`src/stride_prefetch_table_assert.svh`:
```
// ----------------------------------------------------------------------------
// Assertion macros for the stride prefetch table
// Each macro checks a property on the rising edge of clk, off while rst_n is low.
// ----------------------------------------------------------------------------
`ifndef STRIDE_PREFETCH_TABLE_ASSERT_SVH
`define STRIDE_PREFETCH_TABLE_ASSERT_SVH

`ifndef SYNTHESIS

// antecedent true implies consequent true in the same cycle
`define SPT_ASSERT_IMPLY(label, ante, cons) \
  label: assert property (@(posedge clk) disable iff (!rst_n) (ante) |-> (cons)) \
    else $error("stride prefetch table: same-cycle check failed");

// antecedent true implies consequent true in the next cycle
`define SPT_ASSERT_NEXT(label, ante, cons) \
  label: assert property (@(posedge clk) disable iff (!rst_n) (ante) |=> (cons)) \
    else $error("stride prefetch table: next-cycle check failed");

`else

`define SPT_ASSERT_IMPLY(label, ante, cons)
`define SPT_ASSERT_NEXT(label, ante, cons)

`endif

`endif

```
`src/spt_pkg.sv`:
```
// ----------------------------------------------------------------------------
// spt_pkg
// Shared types and constants of the stride prefetch table.
// ----------------------------------------------------------------------------
package spt_pkg;

  localparam int ADDR_W              = 32;
  localparam int OFFSET_BITS_DEFAULT = 5;
  localparam int INDEX_BITS_DEFAULT  = 10;
  localparam int TABLE_DEPTH_DEFAULT = 1024;

  typedef enum logic {
    ITEM_ACCESS   = 1'b0,
    ITEM_COMPLETE = 1'b1
  } item_kind_t;

  typedef enum logic [1:0] {
    BK_CLEAR,
    BK_IDLE,
    BK_LOOKUP
  } back_state_t;

  // one classified beat as it sits in the front queue
  typedef struct packed {
    item_kind_t        kind;
    logic              hit_l2;
    logic [ADDR_W-1:0] addr;
  } queue_item_t;

endpackage

```
`src/spt_front.sv`:
```
// ----------------------------------------------------------------------------
// spt_front
// Input side: accept beats, classify them and hold them in a two-entry queue.
// ----------------------------------------------------------------------------
module spt_front (
  input  logic                      clk,
  input  logic                      rst_n,
  input  logic                      push,
  output logic                      full,
  input  logic                      in_req_type,
  input  logic [spt_pkg::ADDR_W-1:0] in_addr,
  input  logic                      in_hit_l2,
  input  logic                      clearing,
  output logic                      q_valid,
  output spt_pkg::queue_item_t      q_item,
  input  logic                      q_ready
);

  spt_pkg::queue_item_t slot_r [2];
  logic                 wr_ptr_r, wr_ptr_nxt;
  logic                 rd_ptr_r, rd_ptr_nxt;
  logic [1:0]           count_r, count_nxt;
  logic                 take;
  logic                 drain;
  spt_pkg::queue_item_t item_in;

  // hold off new beats while the table is being cleared
  assign full  = (count_r == 2'd2) || clearing;
  assign take  = push && !full;
  assign drain = q_ready && (count_r != 2'd0);

  always_comb begin
    item_in.kind   = in_req_type ? spt_pkg::ITEM_COMPLETE : spt_pkg::ITEM_ACCESS;
    item_in.hit_l2 = in_hit_l2;
    item_in.addr   = in_addr;
  end

  always_comb begin
    wr_ptr_nxt = take  ? ~wr_ptr_r : wr_ptr_r;
    rd_ptr_nxt = drain ? ~rd_ptr_r : rd_ptr_r;
    count_nxt  = count_r + {1'b0, take} - {1'b0, drain};
  end

  always_ff @(posedge clk) begin
    if (!rst_n) begin
      wr_ptr_r <= 1'b0;
      rd_ptr_r <= 1'b0;
      count_r  <= 2'd0;
    end else begin
      wr_ptr_r <= wr_ptr_nxt;
      rd_ptr_r <= rd_ptr_nxt;
      count_r  <= count_nxt;
    end
  end

  always_ff @(posedge clk) begin
    if (take) begin
      slot_r[wr_ptr_r] <= item_in;
    end
  end

  assign q_valid = (count_r != 2'd0);
  assign q_item  = slot_r[rd_ptr_r];

endmodule

```
`config.mk`:
```
export PLATFORM = sky130hd
export DESIGN_NAME = spt_front
export DESIGN_NICKNAME = d
export VERILOG_FILES = /design/src/stride_prefetch_table_assert.svh /design/src/spt_pkg.sv /design/src/spt_front.sv
export SDC_FILE = /design/constraint.sdc
export NUM_CORES = 1
export LEC_CHECK = 0
export BUFFER_PORTS_ARGS = -buffer_cell sky130_fd_sc_hd__buf_2
export CORE_MARGIN = 1
export CORE_UTILIZATION = 40
export DETAILED_ROUTE_END_ITERATION = 6
export PLACE_DENSITY = 0.68
export SYNTH_ARGS = -nofsm -noshare
export SYNTH_HDL_FRONTEND = slang
export SYNTH_SLANG_ARGS = --single-unit
```
`constraint.sdc`:
```
create_clock -name clk -period 7.6 [get_ports clk]
set_input_delay 2.28 -clock clk [delete_from_list [all_inputs] [get_ports clk]]
set_output_delay 2.28 -clock clk [all_outputs]
set_load 0.02 [all_outputs]
```
; Yosys cells after proc, flatten, opt, wreduce, memory -nomap -nowiden
; Memory sizes are Yosys's and may differ from the RTL's. A register that Yosys moved wholly into a read port is not among the register bits.
; Cells that the tools add are included.
[word_totals]
reg_bits = 4
ram_bits = 68
input_bits = 39
out_inout_bits = 36
wordCells = 19
mem_count = 1
[mem_list]
columns = name, depth, word_bits, rd, rd_ports_with_merged_regs, write_ports, line_no
row1 = slot_r, 2, 34, 1, 1, 1, spt_front.sv:19  ; spt_pkg::queue_item_t slot_r [2];
[classes]
n_addsub = 2
eq_ne = 1
muxes = 5
bitwise_logic = 2
reduce_logical = 5
[ops]
columns = cell, count
row1 = $mux W1, 5
row2 = $add A2 B1 Y2, 1
row3 = $eq A2 B2 Y1 const B, 1
row4 = $logic_and A1 B1 Y1, 2
row5 = $not A1 Y1, 2
row6 = $reduce_bool A2 Y1, 1
row7 = $sub A2 B1 Y2, 1
row8 = $logic_not A1 Y1, 1
row9 = $logic_or A1 B1 Y1, 1

; Depth between registers and ports, before layout
[logic_depth]
word_depth = 6
depth_mapped = 8
depth_no_buf = 8

; Worst setup path after synthesis
; OpenSTA, ideal clock, no wires.
[synth_path]
path_type = input -> output
startpoint = input clearing
endpoint = output full
t_arrival_ns = 2.492
required_ns = 5.320
setup_slack_ns = 2.828
path_stages = 1
path_buffers = 0
path_cell_list = nand2b_1
[synth_via]
elab_chain_cells = 1
[synth_rtl]
columns = element, line_no
row1 = "start, declared", spt_front.sv:13  ; input logic clearing,
row2 = $logic_or A1 B1 Y1, spt_front.sv:28  ; assign full = (count_r == 2'd2) || clearing;
row3 = "end, declared", spt_front.sv:9  ; output logic full,
; Every way passes these cells.

; Worst setup path in the final report
; Ends and elaborated chain as after synthesis.

==> flow_results.xml <==
<?xml version="1.0" encoding="UTF-8"?>
<metrics>
  <group name="clock_network">
    <metric name="cts_inserted_buffers" unit="">9</metric>
    <metric name="tritoncts" unit="">built</metric>
    <metric name="worst_skew_pair.late_latency" unit="ns">0.33</metric>
    <metric name="cts.sinks" unit="">73</metric>
    <metric name="cts.repair_timing.setup_buffer_count" unit="">0</metric>
    <metric name="clk_transition_reported_paths" unit="ns">0.07</metric>
    <metric name="ctsResizeCount" unit="">0</metric>
    <metric name="clock_tree.htree_level_count" unit="">3</metric>
    <metric name="cts_hold_buf" unit="">0</metric>
    <metric name="ctsRootBufferMaster" unit="">sky130_fd_sc_hd__clkbuf_8</metric>
    <metric name="max-clock-path-buffers" unit="">2</metric>
  </group>
  <group name="floorplan">
    <metric name="die_area" unit="mm^2">0.00747</metric>
    <metric name="starting_utilization_of_the_core_area" unit="%">41.7</metric>
    <metric name="die-width" unit="um">86.4</metric>
    <metric name="floorplan.die.height" unit="um">86.4</metric>
    <metric name="io-pin-count" unit="">75</metric>
    <metric name="floorplan.rows" unit="">30</metric>
    <metric name="fp.coreArea" unit="mm^2">0.00683</metric>
  </group>
  <group name="worst_setup_path">
    <metric name="cp_max_fo" unit="">2</metric>
    <metric name="critPathSlowestCell" unit="">sky130_fd_sc_hd__buf_2</metric>
    <metric name="timing.critical_path.mode_cell" unit="">sky130_fd_sc_hd__buf_2</metric>
    <metric name="delay_of_the_slowest_cell_on_the_worst_path" unit="ns">0.15</metric>
    <metric name="series_of_cell_instances_along_the_critical_path" unit="">buf_2 &gt; nand2b_1 &gt; buf_2</metric>
    <metric name="worst_ep_arrival_time" unit="ns">2.66</metric>
    <metric name="cp_data_required_time" unit="ns">5.32</metric>
    <metric name="setup.worst_path.start_class" unit="">input pin</metric>
    <metric name="setup.reg_to_reg.worst_slack" unit="ns">5.52</metric>
    <metric name="crit_path_kind" unit="">in2out</metric>
    <metric name="cp_capture_type" unit="">primary output</metric>
  </group>
  <group name="global_routing">
    <metric name="number_of_antenna_violations_at_the_first_check_in_global_routing" unit="">0</metric>
    <metric name="grt_start_max_net_pins" unit="">35</metric>
    <metric name="groute.usage.overall" unit="%">12.8</metric>
    <metric name="first_global_vias" unit="">1434</metric>
    <metric name="grt_first_pass_wirelength" unit="mm">6.81</metric>
    <metric name="overflow" unit="">0</metric>
  </group>
  <group name="route">
    <metric name="wl_met2" unit="mm">2.27</metric>
    <metric name="drt-total-wl" unit="mm">4.42</metric>
    <metric name="routedLengthMet1" unit="mm">1.83</metric>
    <metric name="drc" unit="">0</metric>
    <metric name="dr.pass1.iters" unit="">4</metric>
    <metric name="1st_iter_drt_viols" unit="">88</metric>
    <metric name="ant_nets" unit="">0</metric>
    <metric name="highest-signal-layer" unit="">met4</metric>
    <metric name="wire_length_on_met3" unit="um">254</metric>
    <metric name="route.detailed.wl_per_inst" unit="um">14.1</metric>
    <metric name="drt-vias-per-instance" unit="">4.43</metric>
    <metric name="vias" unit="">1386</metric>
  </group>
  <group name="final_layout">
    <metric name="multi_input_comb_area" unit="um^2">646</metric>
    <metric name="number_of_antenna_repair_diodes" unit="">0</metric>
    <metric name="area.growth.synth_to_final" unit="%">20.6</metric>
    <metric name="fin_nets" unit="">254</metric>
    <metric name="layout.filler_cells" unit="">614</metric>
    <metric name="layout-drive-gt1-share" unit="%">57.1</metric>
    <metric name="final_cells" unit="">313</metric>
    <metric name="layout.area.seq" unit="mm^2">0.00214</metric>
  </group>
  <group name="placed_design">
    <metric name="globalplace.congestion" unit="">0.638</metric>
    <metric name="place_worst_setup_slack" unit="ns">2.66</metric>
    <metric name="dp_cells" unit="">298</metric>
    <metric name="detailed_place_hpwl" unit="mm">2.80</metric>
    <metric name="portBuffers" unit="">74</metric>
  </group>
  <group name="logic_synthesis">
    <metric name="yosys_most_used_dff" unit="">sky130_fd_sc_hd__edfxtp_1</metric>
    <metric name="synth-seq-area-share" unit="%">75.1</metric>
    <metric name="yosysTopAreaCell" unit="">sky130_fd_sc_hd__edfxtp_1</metric>
    <metric name="synthMostInstantiatedCell" unit="">sky130_fd_sc_hd__edfxtp_1</metric>
    <metric name="syn_inst" unit="">132</metric>
    <metric name="yosys-top-cells-count" unit="">sky130_fd_sc_hd__edfxtp_1, sky130_fd_sc_hd__mux2_4, sky130_fd_sc_hd__dfxtp_1</metric>
    <metric name="number_of_warnings_printed_during_yosys_synthesis" unit="">0</metric>
    <metric name="yosysTopAreaCellShare" unit="%">71.6</metric>
    <metric name="postSynthRegisterBits" unit="">73</metric>
    <metric name="synth_cell_type_count" unit="">18</metric>
    <metric name="netlist_area_before_placement" unit="mm^2">0.00285</metric>
    <metric name="synth_fp_nets" unit="">173</metric>
    <metric name="post_synth_main_area_contributors" unit="">sky130_fd_sc_hd__edfxtp_1, sky130_fd_sc_hd__mux2_4, sky130_fd_sc_hd__dfxtp_1</metric>
    <metric name="synth_enable_flop_cells" unit="">68</metric>
    <metric name="synth_area_per_cell" unit="um^2">21.6</metric>
    <metric name="async_flop_share" unit="%">0</metric>
  </group>
  <group name="outcome">
    <metric name="status" unit="">finished, final reports clean</metric>
  </group>
  <group name="min_path">
    <metric name="hold_path_class" unit="">reg2reg</metric>
  </group>
  <group name="sta">
    <metric name="postLayoutSetupSlackWorst" unit="ns">2.66</metric>
    <metric name="slew_headroom" unit="%">23.7</metric>
    <metric name="worstMarginPinSlew" unit="ns">1.14</metric>
    <metric name="finClkSkew" unit="ns">0.00516</metric>
    <metric name="final_period_minus_worst_setup_slack" unit="ns">4.94</metric>
    <metric name="layout_worst_path_cycle_share" unit="%">65.0</metric>
    <metric name="grt_setup_unrepaired" unit="">false</metric>
    <metric name="report.final.setup_viol" unit="">0</metric>
    <metric name="slew_viol_final" unit="">0</metric>
    <metric name="max_freq" unit="MHz">203</metric>
    <metric name="fin_setup_tns" unit="ns">0</metric>
    <metric name="final-hold-violation-count" unit="">0</metric>
  </group>
  <group name="pwr">
    <metric name="max-vdd-ir-drop" unit="V">0.000151</metric>
    <metric name="static-leakage-power" unit="uW">0.00133</metric>
    <metric name="power.density_cell_area" unit="mW/mm^2">294</metric>
  </group>
  <group name="flow_run">
    <metric name="drv_cap" unit="">0</metric>
  </group>
</metrics>
power breakdown:
group | internal [uW] | switching [uW] | total, uW
Sequential | 476 | 42.4 | 518
Combinational | 130 | 119 | 249
Clock | 115 | 129 | 244
per-stage QoR:
| stage | area (um^2) | hold slack, ns | power [uW] | utilization [%] |
|---|---|---|---|---|
| global placement | 3290 | 0.490 | 777 | 48.1 |
| finish | 3440 | 0.536 | 1010 | 50.3 |
| global route | 3440 | 0.575 | 1060 | 50.3 |
| CTS | 3440 | 0.538 | 1030 | 50.3 |
| floorplan | 2850 | 0.451 | 724 | - |
| detailed placement | 3290 | 0.520 | 781 | 48.1 |
final cells by class:
cell class / instances / share of cell area (%)
sequential: 73 / 62.3
multi-input combinational: 53 / 18.8
timing repair buffer: 74 / 10.8
clock buffer: 11 / 3.82
tap: 96 / 3.49
clock inverter: 4 / 0.618
inverter: 2 / 0.218
sequential cells by signal, summed over array words and instances, names as in the netlist, named ones only:
name / cells
wr_ptr_r: 1
slot_r: 68
count_r: 2
rd_ptr_r: 1
cells in the final DEF (no fill, tap or decap):
cell type	netlist	final
sky130_fd_sc_hd__clkbuf_8	0	9
sky130_fd_sc_hd__clkinv_2	0	2
sky130_fd_sc_hd__o21a_1	1	1
sky130_fd_sc_hd__ha_1	2	2
sky130_fd_sc_hd__dfxtp_1	5	4
sky130_fd_sc_hd__nand3b_1	1	1
sky130_fd_sc_hd__inv_1	2	2
sky130_fd_sc_hd__nand2_1	2	2
sky130_fd_sc_hd__nor2_4	0	2
sky130_fd_sc_hd__or2_2	1	1
sky130_fd_sc_hd__nand2b_1	2	2
sky130_fd_sc_hd__mux2_4	30	30
sky130_fd_sc_hd__clkinvlp_4	0	1
sky130_fd_sc_hd__clkbuf_1	0	2
sky130_fd_sc_hd__xnor2_1	3	3
sky130_fd_sc_hd__and2_1	2	2
sky130_fd_sc_hd__dfxtp_2	0	1
sky130_fd_sc_hd__mux2i_1	1	1
sky130_fd_sc_hd__buf_2	0	74
sky130_fd_sc_hd__nor2b_1	2	2
sky130_fd_sc_hd__clkinv_1	0	1
sky130_fd_sc_hd__mux2_2	4	4
sky130_fd_sc_hd__edfxtp_1	68	68
critical path: cells and delay by family:
kind	cells	cell delay [ns]
buf+inv	2	0.25
simple gates	1	0.12
logic make-up (layout without fill, tap and decap cells):
family                     after synthesis  in the layout  synth area share [%]
AOI/OAI and AO/OA                        1              1                 0.263
xor gates and xnor gates                 3              3                 0.922
adders and majority gates                2              2                 0.877
buffers and inverters                    6             91                  2.76
DFF                                     73             73                  75.1
muxes                                   35             35                  17.7
and+or+nand+nor                         12             12                  2.33
routing by layer:
metal  up-vias  GRT usage (%)
met5         -              0
met4         0           6.82
met3         7           4.38
met2        44           21.4
met1       674           14.4
li1        661              -
final timing paths:
kind | depth (start not counted) | start | endpoint
max reg2reg | 3 | count_r[0] | slot_r[1][7]
max | 3 | clearing | full
min reg2reg | 2 | wr_ptr_r | wr_ptr_r
min | 2 | wr_ptr_r | wr_ptr_r
Power figures use the tool's default switching activity.
